==> config.mk <==
export PLATFORM = sky130hd
export DESIGN_NAME = voxel_face_culling_flat
export DESIGN_NICKNAME = d
export VERILOG_FILES = /design/src/rtl/vfc_pkg.sv /design/src/rtl/vfc_req_if.sv /design/src/rtl/vfc_rsp_if.sv /design/src/rtl/vfc_lane.sv /design/src/rtl/vfc_emit.sv /design/src/rtl/voxel_face_culling.sv /design/src/flat_wrapper.sv
export SDC_FILE = /design/constraint.sdc
export NUM_CORES = 1
export LEC_CHECK = 0
export BUFFER_PORTS_ARGS = -buffer_cell sky130_fd_sc_hd__buf_2
export CAP_MARGIN = 25
export CELL_PAD_IN_SITES_DETAIL_PLACEMENT = 1
export CELL_PAD_IN_SITES_GLOBAL_PLACEMENT = 1
export CORE_UTILIZATION = 35
export CTS_BUF_LIST = sky130_fd_sc_hd__clkbuf_8
export DETAILED_ROUTE_END_ITERATION = 8
export PLACE_DENSITY_LB_ADDON = 0.1
export SETUP_SLACK_MARGIN = 0.5
export SLEW_MARGIN = 20
export SYNTH_ARGS = -nofsm -noshare
export SYNTH_HDL_FRONTEND = slang
export SYNTH_HIERARCHICAL = 1
export SYNTH_SLANG_ARGS = --single-unit
==> constraint.sdc <==
create_clock -name clock -period 3.4 [get_ports clock]
set_input_delay 0.68 -clock clock [delete_from_list [all_inputs] [get_ports clock]]
set_output_delay 0.68 -clock clock [all_outputs]
set_load 0.01 [all_outputs]
==> src/rtl/vfc_pkg.sv <==
// Shared widths, codes and word types of the voxel face culling block.
// No dependencies; every other file imports it.
`default_nettype none
package vfc_pkg;

   localparam int TYPE_W    = 8;
   localparam int POS_W     = 4;
   localparam int DIR_W     = 3;
   localparam int VTX_W     = 17;
   localparam int NUM_DIRS  = 6;
   localparam int CSR_ADDR_W = 3;
   localparam int CSR_DATA_W = 32;

   localparam logic [VTX_W-1:0] VTX_STEP = VTX_W'(4);

   // face directions, in emit order
   localparam logic [DIR_W-1:0] DIR_TOP    = 3'd0;
   localparam logic [DIR_W-1:0] DIR_BOTTOM = 3'd1;
   localparam logic [DIR_W-1:0] DIR_RIGHT  = 3'd2;
   localparam logic [DIR_W-1:0] DIR_LEFT   = 3'd3;
   localparam logic [DIR_W-1:0] DIR_FRONT  = 3'd4;
   localparam logic [DIR_W-1:0] DIR_BACK   = 3'd5;

   // register select bit (paddr[2])
   localparam logic CSR_AIR   = 1'b0;
   localparam logic CSR_WATER = 1'b1;

   localparam logic [TYPE_W-1:0] AIR_RESET   = 8'd0;
   localparam logic [TYPE_W-1:0] WATER_RESET = 8'd1;

   typedef struct packed {
      logic                first;
      logic [POS_W-1:0]    x;
      logic [POS_W-1:0]    y;
      logic [POS_W-1:0]    z;
      logic [TYPE_W-1:0]   kind;
      logic                water;
      logic [NUM_DIRS-1:0] mask;
   } voxel_type;

   typedef struct packed {
      logic [POS_W-1:0]  x;
      logic [POS_W-1:0]  y;
      logic [POS_W-1:0]  z;
      logic [DIR_W-1:0]  dir;
      logic [TYPE_W-1:0] kind;
      logic              transparent;
      logic [VTX_W-1:0]  base;
      logic              last;
   } face_word_type;

endpackage
`default_nettype wire

==> src/rtl/vfc_req_if.sv <==
// Input channel: one voxel word with its six neighbor types.
// Depends on vfc_pkg.
`default_nettype none
interface vfc_req_if;
   import vfc_pkg::*;

   logic              valid;
   logic              ready;
   logic              first;
   logic [POS_W-1:0]  pos_x;
   logic [POS_W-1:0]  pos_y;
   logic [POS_W-1:0]  pos_z;
   logic [TYPE_W-1:0] self_type;
   logic [TYPE_W-1:0] nb_top;
   logic [TYPE_W-1:0] nb_bottom;
   logic [TYPE_W-1:0] nb_right;
   logic [TYPE_W-1:0] nb_left;
   logic [TYPE_W-1:0] nb_front;
   logic [TYPE_W-1:0] nb_back;

   modport source (output valid, first, pos_x, pos_y, pos_z, self_type,
                   nb_top, nb_bottom, nb_right, nb_left, nb_front, nb_back,
                   input ready);
   modport sink (input valid, first, pos_x, pos_y, pos_z, self_type,
                 nb_top, nb_bottom, nb_right, nb_left, nb_front, nb_back,
                 output ready);
endinterface
`default_nettype wire

==> src/rtl/vfc_rsp_if.sv <==
// Result channel: one visible face word.
// Depends on vfc_pkg.
`default_nettype none
interface vfc_rsp_if;
   import vfc_pkg::*;

   logic              valid;
   logic              ready;
   logic [POS_W-1:0]  face_x;
   logic [POS_W-1:0]  face_y;
   logic [POS_W-1:0]  face_z;
   logic [DIR_W-1:0]  face_dir;
   logic [TYPE_W-1:0] face_type;
   logic              transparent;
   logic [VTX_W-1:0]  base_vertex;
   logic              last;

   modport source (output valid, face_x, face_y, face_z, face_dir, face_type,
                   transparent, base_vertex, last, input ready);
   modport sink (input valid, face_x, face_y, face_z, face_dir, face_type,
                 transparent, base_vertex, last, output ready);
endinterface
`default_nettype wire

==> src/rtl/vfc_lane.sv <==
// One visibility lane: decides whether the face toward one neighbor shows.
// Depends on vfc_pkg.
`default_nettype none
module vfc_lane (
   input  wire logic [vfc_pkg::TYPE_W-1:0] nb_type,
   input  wire logic [vfc_pkg::TYPE_W-1:0] air_code,
   input  wire logic [vfc_pkg::TYPE_W-1:0] water_code,
   input  wire logic                       self_water,
   output logic                            visible
);
   import vfc_pkg::*;

   logic nb_air;
   logic nb_water;

   always_comb begin
      nb_air   = (nb_type == air_code);
      nb_water = (nb_type == water_code);
      visible  = nb_air || (!self_water && nb_water);
   end
endmodule
`default_nettype wire

==> src/rtl/vfc_emit.sv <==
// Merge stage: holds one voxel's face mask, emits its faces lowest direction
// first through an output register and keeps both vertex counters.
// Depends on vfc_pkg and vfc_rsp_if.
`default_nettype none
module vfc_emit (
   input  wire logic                clock,
   input  wire logic                reset,
   input  wire logic                ld_valid,
   input  wire vfc_pkg::voxel_type  ld_voxel,
   output logic                     ld_ready,
   vfc_rsp_if.source                rsp_chan
);
   import vfc_pkg::*;

   logic [NUM_DIRS-1:0] mask_ff, mask_in;
   voxel_type           vox_ff, vox_in;
   logic [VTX_W-1:0]    solid_cnt_ff, solid_cnt_in;
   logic [VTX_W-1:0]    water_cnt_ff, water_cnt_in;
   logic                out_valid_ff, out_valid_in;
   face_word_type       out_ff, out_in;

   logic [NUM_DIRS-1:0] pick_oh;
   logic [DIR_W-1:0]    pick_dir;
   logic [NUM_DIRS-1:0] rest;
   logic                fire;
   logic                load;
   logic [VTX_W-1:0]    base;

   always_comb begin
      pick_oh  = '0;
      pick_dir = DIR_TOP;
      for (int i = NUM_DIRS - 1; i >= 0; i--) begin
         if (mask_ff[i]) begin
            pick_oh  = NUM_DIRS'(1) << i;
            pick_dir = DIR_W'(i);
         end
      end
      rest     = mask_ff & ~pick_oh;
      fire     = (mask_ff != '0) && (!out_valid_ff || rsp_chan.ready);
      ld_ready = (mask_ff == '0) || (fire && (rest == '0));
      load     = ld_ready && ld_valid;
      base     = vox_ff.water ? water_cnt_ff : solid_cnt_ff;

      vox_in  = load ? ld_voxel : vox_ff;
      mask_in = load ? ld_voxel.mask : (fire ? rest : mask_ff);

      solid_cnt_in = solid_cnt_ff;
      water_cnt_in = water_cnt_ff;
      if (fire) begin
         if (vox_ff.water) begin
            water_cnt_in = water_cnt_ff + VTX_STEP;
         end else begin
            solid_cnt_in = solid_cnt_ff + VTX_STEP;
         end
      end
      if (load && ld_voxel.first) begin
         solid_cnt_in = '0;
         water_cnt_in = '0;
      end

      out_valid_in = out_valid_ff;
      out_in       = out_ff;
      if (fire) begin
         out_valid_in       = 1'b1;
         out_in.x           = vox_ff.x;
         out_in.y           = vox_ff.y;
         out_in.z           = vox_ff.z;
         out_in.dir         = pick_dir;
         out_in.kind        = vox_ff.kind;
         out_in.transparent = vox_ff.water;
         out_in.base        = base;
         out_in.last        = (rest == '0);
      end else if (rsp_chan.ready) begin
         out_valid_in = 1'b0;
      end
   end

   always_ff @(posedge clock) begin
      if (reset) begin
         mask_ff      <= '0;
         solid_cnt_ff <= '0;
         water_cnt_ff <= '0;
         out_valid_ff <= 1'b0;
      end else begin
         mask_ff      <= mask_in;
         solid_cnt_ff <= solid_cnt_in;
         water_cnt_ff <= water_cnt_in;
         out_valid_ff <= out_valid_in;
      end
   end

   always_ff @(posedge clock) begin
      vox_ff <= vox_in;
      out_ff <= out_in;
   end

   assign rsp_chan.valid       = out_valid_ff;
   assign rsp_chan.face_x      = out_ff.x;
   assign rsp_chan.face_y      = out_ff.y;
   assign rsp_chan.face_z      = out_ff.z;
   assign rsp_chan.face_dir    = out_ff.dir;
   assign rsp_chan.face_type   = out_ff.kind;
   assign rsp_chan.transparent = out_ff.transparent;
   assign rsp_chan.base_vertex = out_ff.base;
   assign rsp_chan.last        = out_ff.last;
endmodule
`default_nettype wire

==> src/rtl/voxel_face_culling.sv <==
// Top level of the voxel face culling block: registers, six lanes, merge stage.
// Depends on vfc_pkg, vfc_req_if, vfc_rsp_if, vfc_lane and vfc_emit.
//
// Usage: req_chan takes one voxel word (position, own type, six neighbor
// types) per handshake; rsp_chan gives one word per visible face, in the
// order top, bottom, right, left, front, back, with last on the final face
// of the voxel. Air voxels and voxels with no visible face give no word.
// Six lanes test all neighbors of a voxel in the cycle it is accepted.
// The first face of a voxel passes the merge stage's mask register and then
// the output register. One face word per cycle leaves the single result
// port while the receiver is ready; the next voxel is taken in the cycle
// its predecessor's final face is issued.
// The APB port holds air_code (address 0) and water_code (address 4);
// write them only while the block is idle. Reset clears both vertex
// counters, sets air_code to 0 and water_code to 1 and drops any pending
// faces. When the receiver stalls, the face word holds in the output
// register and the merge stage waits; input stops once it is full.
`default_nettype none
module voxel_face_culling (
   input  wire logic                           clock,
   input  wire logic                           reset,
   vfc_req_if.sink                             req_chan,
   vfc_rsp_if.source                           rsp_chan,
   input  wire logic                           psel,
   input  wire logic                           penable,
   input  wire logic                           pwrite,
   input  wire logic [vfc_pkg::CSR_ADDR_W-1:0] paddr,
   input  wire logic [vfc_pkg::CSR_DATA_W-1:0] pwdata,
   output logic      [vfc_pkg::CSR_DATA_W-1:0] prdata,
   output logic                                pready
);
   import vfc_pkg::*;

   logic [TYPE_W-1:0] air_ff, air_in;
   logic [TYPE_W-1:0] water_ff, water_in;
   logic              csr_write;

   logic [TYPE_W-1:0]   nb_types [NUM_DIRS];
   logic [NUM_DIRS-1:0] lane_vis;
   logic                self_air;
   logic                self_water;
   voxel_type           ld_voxel;
   logic                ld_ready;

   assign pready    = 1'b1;
   assign csr_write = psel && penable && pwrite && pready;

   always_comb begin
      air_in   = air_ff;
      water_in = water_ff;
      if (csr_write) begin
         unique case (paddr[2])
            CSR_AIR:   air_in   = pwdata[TYPE_W-1:0];
            CSR_WATER: water_in = pwdata[TYPE_W-1:0];
            default:   air_in   = air_ff;
         endcase
      end
      unique case (paddr[2])
         CSR_AIR:   prdata = CSR_DATA_W'(air_ff);
         CSR_WATER: prdata = CSR_DATA_W'(water_ff);
         default:   prdata = '0;
      endcase
   end

   always_ff @(posedge clock) begin
      if (reset) begin
         air_ff   <= AIR_RESET;
         water_ff <= WATER_RESET;
      end else begin
         air_ff   <= air_in;
         water_ff <= water_in;
      end
   end

   assign nb_types[DIR_TOP]    = req_chan.nb_top;
   assign nb_types[DIR_BOTTOM] = req_chan.nb_bottom;
   assign nb_types[DIR_RIGHT]  = req_chan.nb_right;
   assign nb_types[DIR_LEFT]   = req_chan.nb_left;
   assign nb_types[DIR_FRONT]  = req_chan.nb_front;
   assign nb_types[DIR_BACK]   = req_chan.nb_back;

   assign self_air   = (req_chan.self_type == air_ff);
   assign self_water = (req_chan.self_type == water_ff);

   for (genvar d = 0; d < NUM_DIRS; d++) begin : g_lane
      vfc_lane u_lane (
         .nb_type    (nb_types[d]),
         .air_code   (air_ff),
         .water_code (water_ff),
         .self_water (self_water),
         .visible    (lane_vis[d])
      );
   end

   always_comb begin
      ld_voxel.first = req_chan.first;
      ld_voxel.x     = req_chan.pos_x;
      ld_voxel.y     = req_chan.pos_y;
      ld_voxel.z     = req_chan.pos_z;
      ld_voxel.kind  = req_chan.self_type;
      ld_voxel.water = self_water;
      ld_voxel.mask  = self_air ? '0 : lane_vis;
   end

   assign req_chan.ready = ld_ready;

   vfc_emit u_emit (
      .clock    (clock),
      .reset    (reset),
      .ld_valid (req_chan.valid),
      .ld_voxel (ld_voxel),
      .ld_ready (ld_ready),
      .rsp_chan (rsp_chan)
   );
endmodule
`default_nettype wire
==> src/flat_wrapper.sv <==
// flat-port wrapper written by rule: the top's interface ports become plain ports
module voxel_face_culling_flat import vfc_pkg::*;
  (clock, reset, psel, penable, pwrite, paddr, pwdata, prdata, pready, req_chan_valid, req_chan_first, req_chan_pos_x, req_chan_pos_y, req_chan_pos_z, req_chan_self_type, req_chan_nb_top, req_chan_nb_bottom, req_chan_nb_right, req_chan_nb_left, req_chan_nb_front, req_chan_nb_back, req_chan_ready, rsp_chan_valid, rsp_chan_face_x, rsp_chan_face_y, rsp_chan_face_z, rsp_chan_face_dir, rsp_chan_face_type, rsp_chan_transparent, rsp_chan_base_vertex, rsp_chan_last, rsp_chan_ready);
  vfc_req_if req_chan_i ();
  vfc_rsp_if rsp_chan_i ();
  input  wire logic clock;
  input  wire logic reset;
  input  wire logic psel;
  input  wire logic penable;
  input  wire logic pwrite;
  input  wire logic [vfc_pkg::CSR_ADDR_W-1:0] paddr;
  input  wire logic [vfc_pkg::CSR_DATA_W-1:0] pwdata;
  output logic      [vfc_pkg::CSR_DATA_W-1:0] prdata;
  output logic pready;
  input wire logic [$bits(req_chan_i.valid)-1:0] req_chan_valid;
  input wire logic [$bits(req_chan_i.first)-1:0] req_chan_first;
  input wire logic [$bits(req_chan_i.pos_x)-1:0] req_chan_pos_x;
  input wire logic [$bits(req_chan_i.pos_y)-1:0] req_chan_pos_y;
  input wire logic [$bits(req_chan_i.pos_z)-1:0] req_chan_pos_z;
  input wire logic [$bits(req_chan_i.self_type)-1:0] req_chan_self_type;
  input wire logic [$bits(req_chan_i.nb_top)-1:0] req_chan_nb_top;
  input wire logic [$bits(req_chan_i.nb_bottom)-1:0] req_chan_nb_bottom;
  input wire logic [$bits(req_chan_i.nb_right)-1:0] req_chan_nb_right;
  input wire logic [$bits(req_chan_i.nb_left)-1:0] req_chan_nb_left;
  input wire logic [$bits(req_chan_i.nb_front)-1:0] req_chan_nb_front;
  input wire logic [$bits(req_chan_i.nb_back)-1:0] req_chan_nb_back;
  output wire logic [$bits(req_chan_i.ready)-1:0] req_chan_ready;
  output wire logic [$bits(rsp_chan_i.valid)-1:0] rsp_chan_valid;
  output wire logic [$bits(rsp_chan_i.face_x)-1:0] rsp_chan_face_x;
  output wire logic [$bits(rsp_chan_i.face_y)-1:0] rsp_chan_face_y;
  output wire logic [$bits(rsp_chan_i.face_z)-1:0] rsp_chan_face_z;
  output wire logic [$bits(rsp_chan_i.face_dir)-1:0] rsp_chan_face_dir;
  output wire logic [$bits(rsp_chan_i.face_type)-1:0] rsp_chan_face_type;
  output wire logic [$bits(rsp_chan_i.transparent)-1:0] rsp_chan_transparent;
  output wire logic [$bits(rsp_chan_i.base_vertex)-1:0] rsp_chan_base_vertex;
  output wire logic [$bits(rsp_chan_i.last)-1:0] rsp_chan_last;
  input wire logic [$bits(rsp_chan_i.ready)-1:0] rsp_chan_ready;
  assign req_chan_i.valid = req_chan_valid;
  assign req_chan_i.first = req_chan_first;
  assign req_chan_i.pos_x = req_chan_pos_x;
  assign req_chan_i.pos_y = req_chan_pos_y;
  assign req_chan_i.pos_z = req_chan_pos_z;
  assign req_chan_i.self_type = req_chan_self_type;
  assign req_chan_i.nb_top = req_chan_nb_top;
  assign req_chan_i.nb_bottom = req_chan_nb_bottom;
  assign req_chan_i.nb_right = req_chan_nb_right;
  assign req_chan_i.nb_left = req_chan_nb_left;
  assign req_chan_i.nb_front = req_chan_nb_front;
  assign req_chan_i.nb_back = req_chan_nb_back;
  assign req_chan_ready = req_chan_i.ready;
  assign rsp_chan_valid = rsp_chan_i.valid;
  assign rsp_chan_face_x = rsp_chan_i.face_x;
  assign rsp_chan_face_y = rsp_chan_i.face_y;
  assign rsp_chan_face_z = rsp_chan_i.face_z;
  assign rsp_chan_face_dir = rsp_chan_i.face_dir;
  assign rsp_chan_face_type = rsp_chan_i.face_type;
  assign rsp_chan_transparent = rsp_chan_i.transparent;
  assign rsp_chan_base_vertex = rsp_chan_i.base_vertex;
  assign rsp_chan_last = rsp_chan_i.last;
  assign rsp_chan_i.ready = rsp_chan_ready;
  voxel_face_culling u_core (.clock(clock), .reset(reset), .req_chan(req_chan_i), .rsp_chan(rsp_chan_i), .psel(psel), .penable(penable), .pwrite(pwrite), .paddr(paddr), .pwdata(pwdata), .prdata(prdata), .pready(pready));
endmodule
==> results of run 1 <==
worst max-delay path: cells and delay by family (launching register included):
kind | cells | cell delay [ns]
AND/OR/NAND/NOR | 1 | 0.66
flip-flops | 1 | 0.39
AO/OA/AOI/OAI | 1 | 0.34
buffers and inverters | 1 | 0.21
layer usage:
layer  global-route usage, %  up-vias  part of all wire [%]
li1                        -     2374                     -
met2                    34.8      142                    52
met3                    4.88       20                   4.6
met1                    23.6     2440                    42
met4                    5.93        4                   1.1
met5                       0        -                  0.12
registers in the layout, indices dropped and copies added, names as in the netlist, 6 cells and up:
name / cells
u_core/u_emit/rsp_chan.face_type: 8
u_core/air_ff: 8
u_core/u_emit/vox_ff: 21
u_core/water_ff: 8
u_core/u_emit/mask_ff: 6
u_core/u_emit/water_cnt_ff: 15
u_core/u_emit/solid_cnt_ff: 15
u_core/u_emit/rsp_chan.base_vertex: 15
worst max-delay path by stage:
stage	slack (ns)	end
6_report	0.69	req_chan_ready
5_1_grt	0.58	req_chan_ready
4_1_cts	0.65	req_chan_ready
3_5_place_dp	0.76	req_chan_ready
3_3_place_gp	0.80	req_chan_ready
2_1_floorplan	0.69	u_core/u_emit/vox_ff[10]$_DFFE_PP_
final cells by class:
cell class	instances	area (µm²)	share of cell area, %
antenna	1	2.50	0.0334
clock buffer	17	234	3.12
clock inverter	15	158	2.10
inverter	7	26.3	0.351
multi-input combinational	422	3100	41.4
sequential	114	2890	38.6
tap	225	282	3.76
timing repair buffer	150	791	10.6
kinds of logic after synthesis:
kind of cell | count (synthesis) | share of synthesized area, %
flip-flops | 114 | 46.0
XOR/XNOR | 118 | 16.4
multiplexers | 23 | 4.08
AND/OR/NAND/NOR | 144 | 12.8
other | 3 | 0.179
AO/OA/AOI/OAI | 107 | 13.6
buffers and inverters | 63 | 6.32
adder cells (fa/ha/maj) | 3 | 0.557
cells in the final DEF, fill, tap and decap left out, types with 7 or more instances in the layout:
master,Yosys,final
buf_4,30,16
nor2_1,10,9
a211oi_1,11,11
xnor2_1,102,102
a21oi_1,18,18
mux2_2,21,21
clkbuf_8,0,17
dfxtp_1,53,53
or4_1,19,19
xor2_1,16,16
or3_1,9,9
nand3_1,13,13
conb_1,3,27
o21ai_0,19,19
a221oi_2,10,10
inv_1,7,7
edfxtp_1,61,61
nand4_1,27,27
buf_2,6,134
a221oi_1,12,12
nand2_1,44,44
o31ai_1,13,13
power groups by stage:
stage	sequential [mW]	clock, mW	combinational, mW
after floorplan	1.52	0	0.167
after global placement	1.52	0	0.261
after detailed placement	1.52	0	0.271
after CTS	1.49	1.31	0.272
after global routing	1.49	1.37	0.293
final	1.49	1.26	0.270
==> flow_summary.yaml, run 1 <==
status:
  status: "finished, final reports clean"
sta:
  rsz0062_at_grt: "no"
  min_period_over_period_pct: 79.7
  worst_slew_pin_slew_ns: 0.823
  setup_slack_ns: 0.691
  drv_slew: 0
  hold_viol_final: 0
  setup_viol: 0
  fin_crit_ns: 2.71
  setup_tns_ns: 0
  fin_hold_ws_ns: 0.418
  max_freq_mhz: 369
  slew_headroom_pct: 44.6
  finClkSkew_ns: 0.0163
power_and_ir_drop:
  switchingPower_uw: 775
  p_int_mw: 2.24
  total_power_mw: 3.02
  p_per_area_nw_per_um2: 403
  p_sw_share_pct: 25.7
  ir_drop_mv: 0.179
  p_leak_nw: 2.61
  p_clk_share_pct: 41.8
  p_seq_share_pct: 49.3
  power.share.combinational_pct: 9.0
logic_synthesis:
  synth.most_common_cell: "xnor2_1"
  synth.area.top_cells: "edfxtp_1 29%, dfxtp_1 17%, xnor2_1 14%, mux2_2 3.8%, buf_4 3.6%"
  synth-seq-cells: 114
  netlist_area_um2: 6290
  synth.avg_cell_area_um2: 10.9
  ys_types: 55
  synth_ff_type: "edfxtp_1"
  synth_top_area_cell: "edfxtp_1"
  synth-seq-area-share_pct: 46.0
  synth_top_area_share_pct: 29.1
  synth_edf_count: 61
  synthTopCellsByCount: "102 x xnor2_1, 61 x edfxtp_1, 53 x dfxtp_1"
  synthArstFlopShare_pct: 0
  synthesis.instances: 575
  yosysWarnings: 6
drt:
  vias_per_cell: 5.24
  drc: 0
  drtIter0Drc: 199
  first_pass_iters: 4
  antenna_left: 0
  wl_um: 17900
  wl_per_cell_um: 18.8
  vias: 4980
critical_path:
  critPathSlowestCell: "or4_4"
  cp_max_fo: 9
  critPathKind: "flop to output port"
  reg2reg_slack_ns: 0.96
  end_kind: "output port"
  arrival_ns: 2.03
  crit_path_start: "u_core/u_emit/mask_ff[2]$_SDFFE_PP0P_"
  max_stage_delay_ns: 0.66
  timing.rr.start: "u_core/water_ff[6]$_SDFFE_PP0P_"
  rr_worst_depth: 8
  start_kind: "flop"
  cp.required_ns: 2.72
  crit_chain: "or4_4 > o22ai_2 > buf_2"
  r2r_end: "u_core/u_emit/mask_ff[2]$_SDFFE_PP0P_"
placed_design:
  pre_cts_slack_ns: 0.762
  placed_area_um2: 7100
  place.gp.congestion: 0.825
  dp.cells: 918
  port_buffers: 134
  dp_hpwl_um: 13000
final_layout:
  nets: 825
  design_area_um2: 7490
  nFillCells: 1985
  syn_to_final_growth_pct: 19.1
  drive_gt1_share_pct: 30.3
  post-route-util_pct: 43.0
  finalNonFillerCells: 951
clock_network:
  cts-resized-gates: 0
  ctsHtreeMaxLevel: 4
  clock-root-buffer: "clkbuf_8"
  cts_tree: "yes"
  clock_latency_ns: 0.43
  post_cts_buffers: 0
  hold_buffers: 0
  cts.sinks: 114
  cts_made_buffers: 17
  cts.reportedPaths.clkPinSlew_ns: 0.08
  cts_buffer_depth: 2
global_route:
  grtUsageTotal_pct: 19.8
  grt_pass1_vias: 5102
  grt_max_degree: 41
  antenna_found_initial: 3
  grt_remaining_overflow: 0
  grt_pass1_wl_um: 27400
floorplanning:
  rows: 48
  die_x_um: 136
  die_area_um2: 18500
  core-area_um2: 17400
  start_util_pct: 36.1
  num_io_pins: 188
  dieHeight_um: 136
hold_path:
  whs_path_depth: 0
  hp-class: "flop to flop"
  hp-start: "u_core/u_emit/vox_ff[9]$_DFFE_PP_"
  min_to: "u_core/u_emit/rsp_chan.face_type[2]$_DFFE_PP_"
job:
  maxCapViolCount: 0
(Power assumes the default switching activity.)
==> inputs of run 2 (changes only) <==
Clock period 3.4 ns to 2.56 ns, I/O delays scaled along.
==> flow_summary.yaml, run 2 (synthesis gave the netlist of run 1 again) <==
final_layout:
  top_register: "u_core/u_emit/vox_ff"
  nFillCells: 1980
  final-seq-area_um2: 2910
  design_area_um2: 7840
  multi_input_area_um2: 3250
  mostFrequentLayoutCell: "buf_2"
  largest_reg_flops: 21
  antenna_cells: 0
  syn_to_final_growth_pct: 24.7
  final_cell_mix: "134 x buf_2, 102 x xnor2_1, 61 x edfxtp_1"
  drive_gt1_share_pct: 36.8
  nets: 853
floorplanning:
  core-area_um2: 17400
  rows: 48
  dieHeight_um: 136
  num_io_pins: 188
  start_util_pct: 36.1
  die_area_um2: 18500
  die_x_um: 136
status:
  status: "finished, final reports clean"
sta:
  hold_viol_final: 0
  fin_crit_ns: 2.16
  rsz0062_at_grt: "yes"
  max_freq_mhz: 463
  slew_headroom_pct: 36.0
  drv_slew: 0
  worst_slew_pin_slew_ns: 0.959
  min_period_over_period_pct: 84.4
  setup_viol: 0
  setup_tns_ns: 0
  finClkSkew_ns: 0.0160
clock_network:
  cts_buffer_depth: 2
  ctsHtreeMaxLevel: 4
  cts_made_buffers: 17
  clock_latency_ns: 0.45
  hold_buffers: 0
  clock-root-buffer: "clkbuf_8"
  cts.sinks: 114
  cts.reportedPaths.clkPinSlew_ns: 0.08
  cts_tree: "yes"
power_and_ir_drop:
  p_per_area_nw_per_um2: 486
  p_leak_nw: 2.76
  ir_drop_mv: 0.299
drt:
  wl_um: 19000
  wl_per_cell_um: 19.4
  antenna_left: 0
  vias_per_cell: 5.24
  first_pass_iters: 4
  drc: 0
  drtIter0Drc: 227
  vias: 5125
job:
  maxCapViolCount: 0
placed_design:
  place.gp.congestion: 0.895
  placed_area_um2: 7170
  dp_hpwl_um: 13300
  port_buffers: 134
critical_path:
  start_kind: "flop"
  crit_chain: "or4_4 > o22ai_4 > buf_2"
  cp_top_family: "simple AND/OR/NAND/NOR gates"
  max_stage_delay_ns: 0.57
  cp.buffers_inverters: 1
  critPathSlowestCell: "or4_4"
  critPathKind: "flop to output port"
  arrival_ns: 1.65
  end_kind: "output port"
  cp_max_fo: 4
  cp.required_ns: 2.05
global_route:
  grt_pass1_wl_um: 28300
  antenna_found_initial: 2
  grt_pass1_vias: 5193
  grtUsageTotal_pct: 20.5
  grt_remaining_overflow: 0
  grt_max_degree: 41
hold_path:
  hp-class: "input pin to flop"
-- run 2: cell count changes in the layout (fill, tap and decap cells not counted), moves of 4 or more --
cell,change
buf_4,+20
dfxtp_1,-11
dfxtp_2,+9
a221oi_1,-4
a221oi_2,+4
buf_12,+4
-- run 2: cell type report --
type	instances	share of cell area (%)
clock inverter	15	1.39
sequential	114	37.1
timing repair buffer	175	13.2
tap	225	3.59
clock buffer	17	2.98
inverter	7	0.335
multi-input combinational	425	41.4
-- run 2: path summary, 6_finish.rpt --
| path | end | start | cells past startpoint | slack (ns) |
|---|---|---|---|---|
| hold reg to reg | u_core/u_emit/rsp_chan.face_z[0]$_DFFE_PP_ | u_core/u_emit/vox_ff[15]$_DFFE_PP_ | 0 | 0.42 |
| hold / removal | u_core/u_emit/vox_ff[16]$_DFFE_PP_ | req_chan_pos_z[1] | 1 | 0.24 |
| setup reg to reg | u_core/u_emit/rsp_chan.face_y[0]$_DFFE_PP_ | u_core/u_emit/mask_ff[5]$_SDFFE_PP0P_ | 4 | 0.54 |
| setup / recovery | req_chan_ready | u_core/u_emit/mask_ff[5]$_SDFFE_PP0P_ | 3 | 0.40 |
-- run 2: metal layers --
metal,vias up,GRT usage (%),share of wire [%]
li1,2430,-,-
met5,-,0,0.14
met4,4,5.80,1.3
met2,132,36.4,51
met1,2534,24.5,44
met3,25,4.96,4.0
-- run 2: repair_timing --
action,CTS,global route
gates resized for setup,17,21
gates cloned,2,1
pin swaps,6,5
setup buffers,10,8
setup endpoints to repair,93,41
-- run 2: report_power, final --
group / total [mW] / switching [mW] / internal, mW
sequential: 1.97 / 0.0166 / 1.95
clock: 1.46 / 0.790 / 0.672
combinational: 0.384 / 0.219 / 0.166
-- run 2: stage by stage --
stage          util [%]  hold slack (ns)  power (mW)  cells  setup WS [ns]
2_1_floorplan         -            0.400        2.24    599          0.499
3_3_place_gp       41.2            0.401        2.37    925          0.228
3_5_place_dp       41.2            0.405        2.39    925          0.120
4_1_cts            43.9            0.211        3.85    969          0.334
5_1_grt            45.0            0.202        3.97    978          0.309
6_report           45.0            0.236        3.81    978          0.400
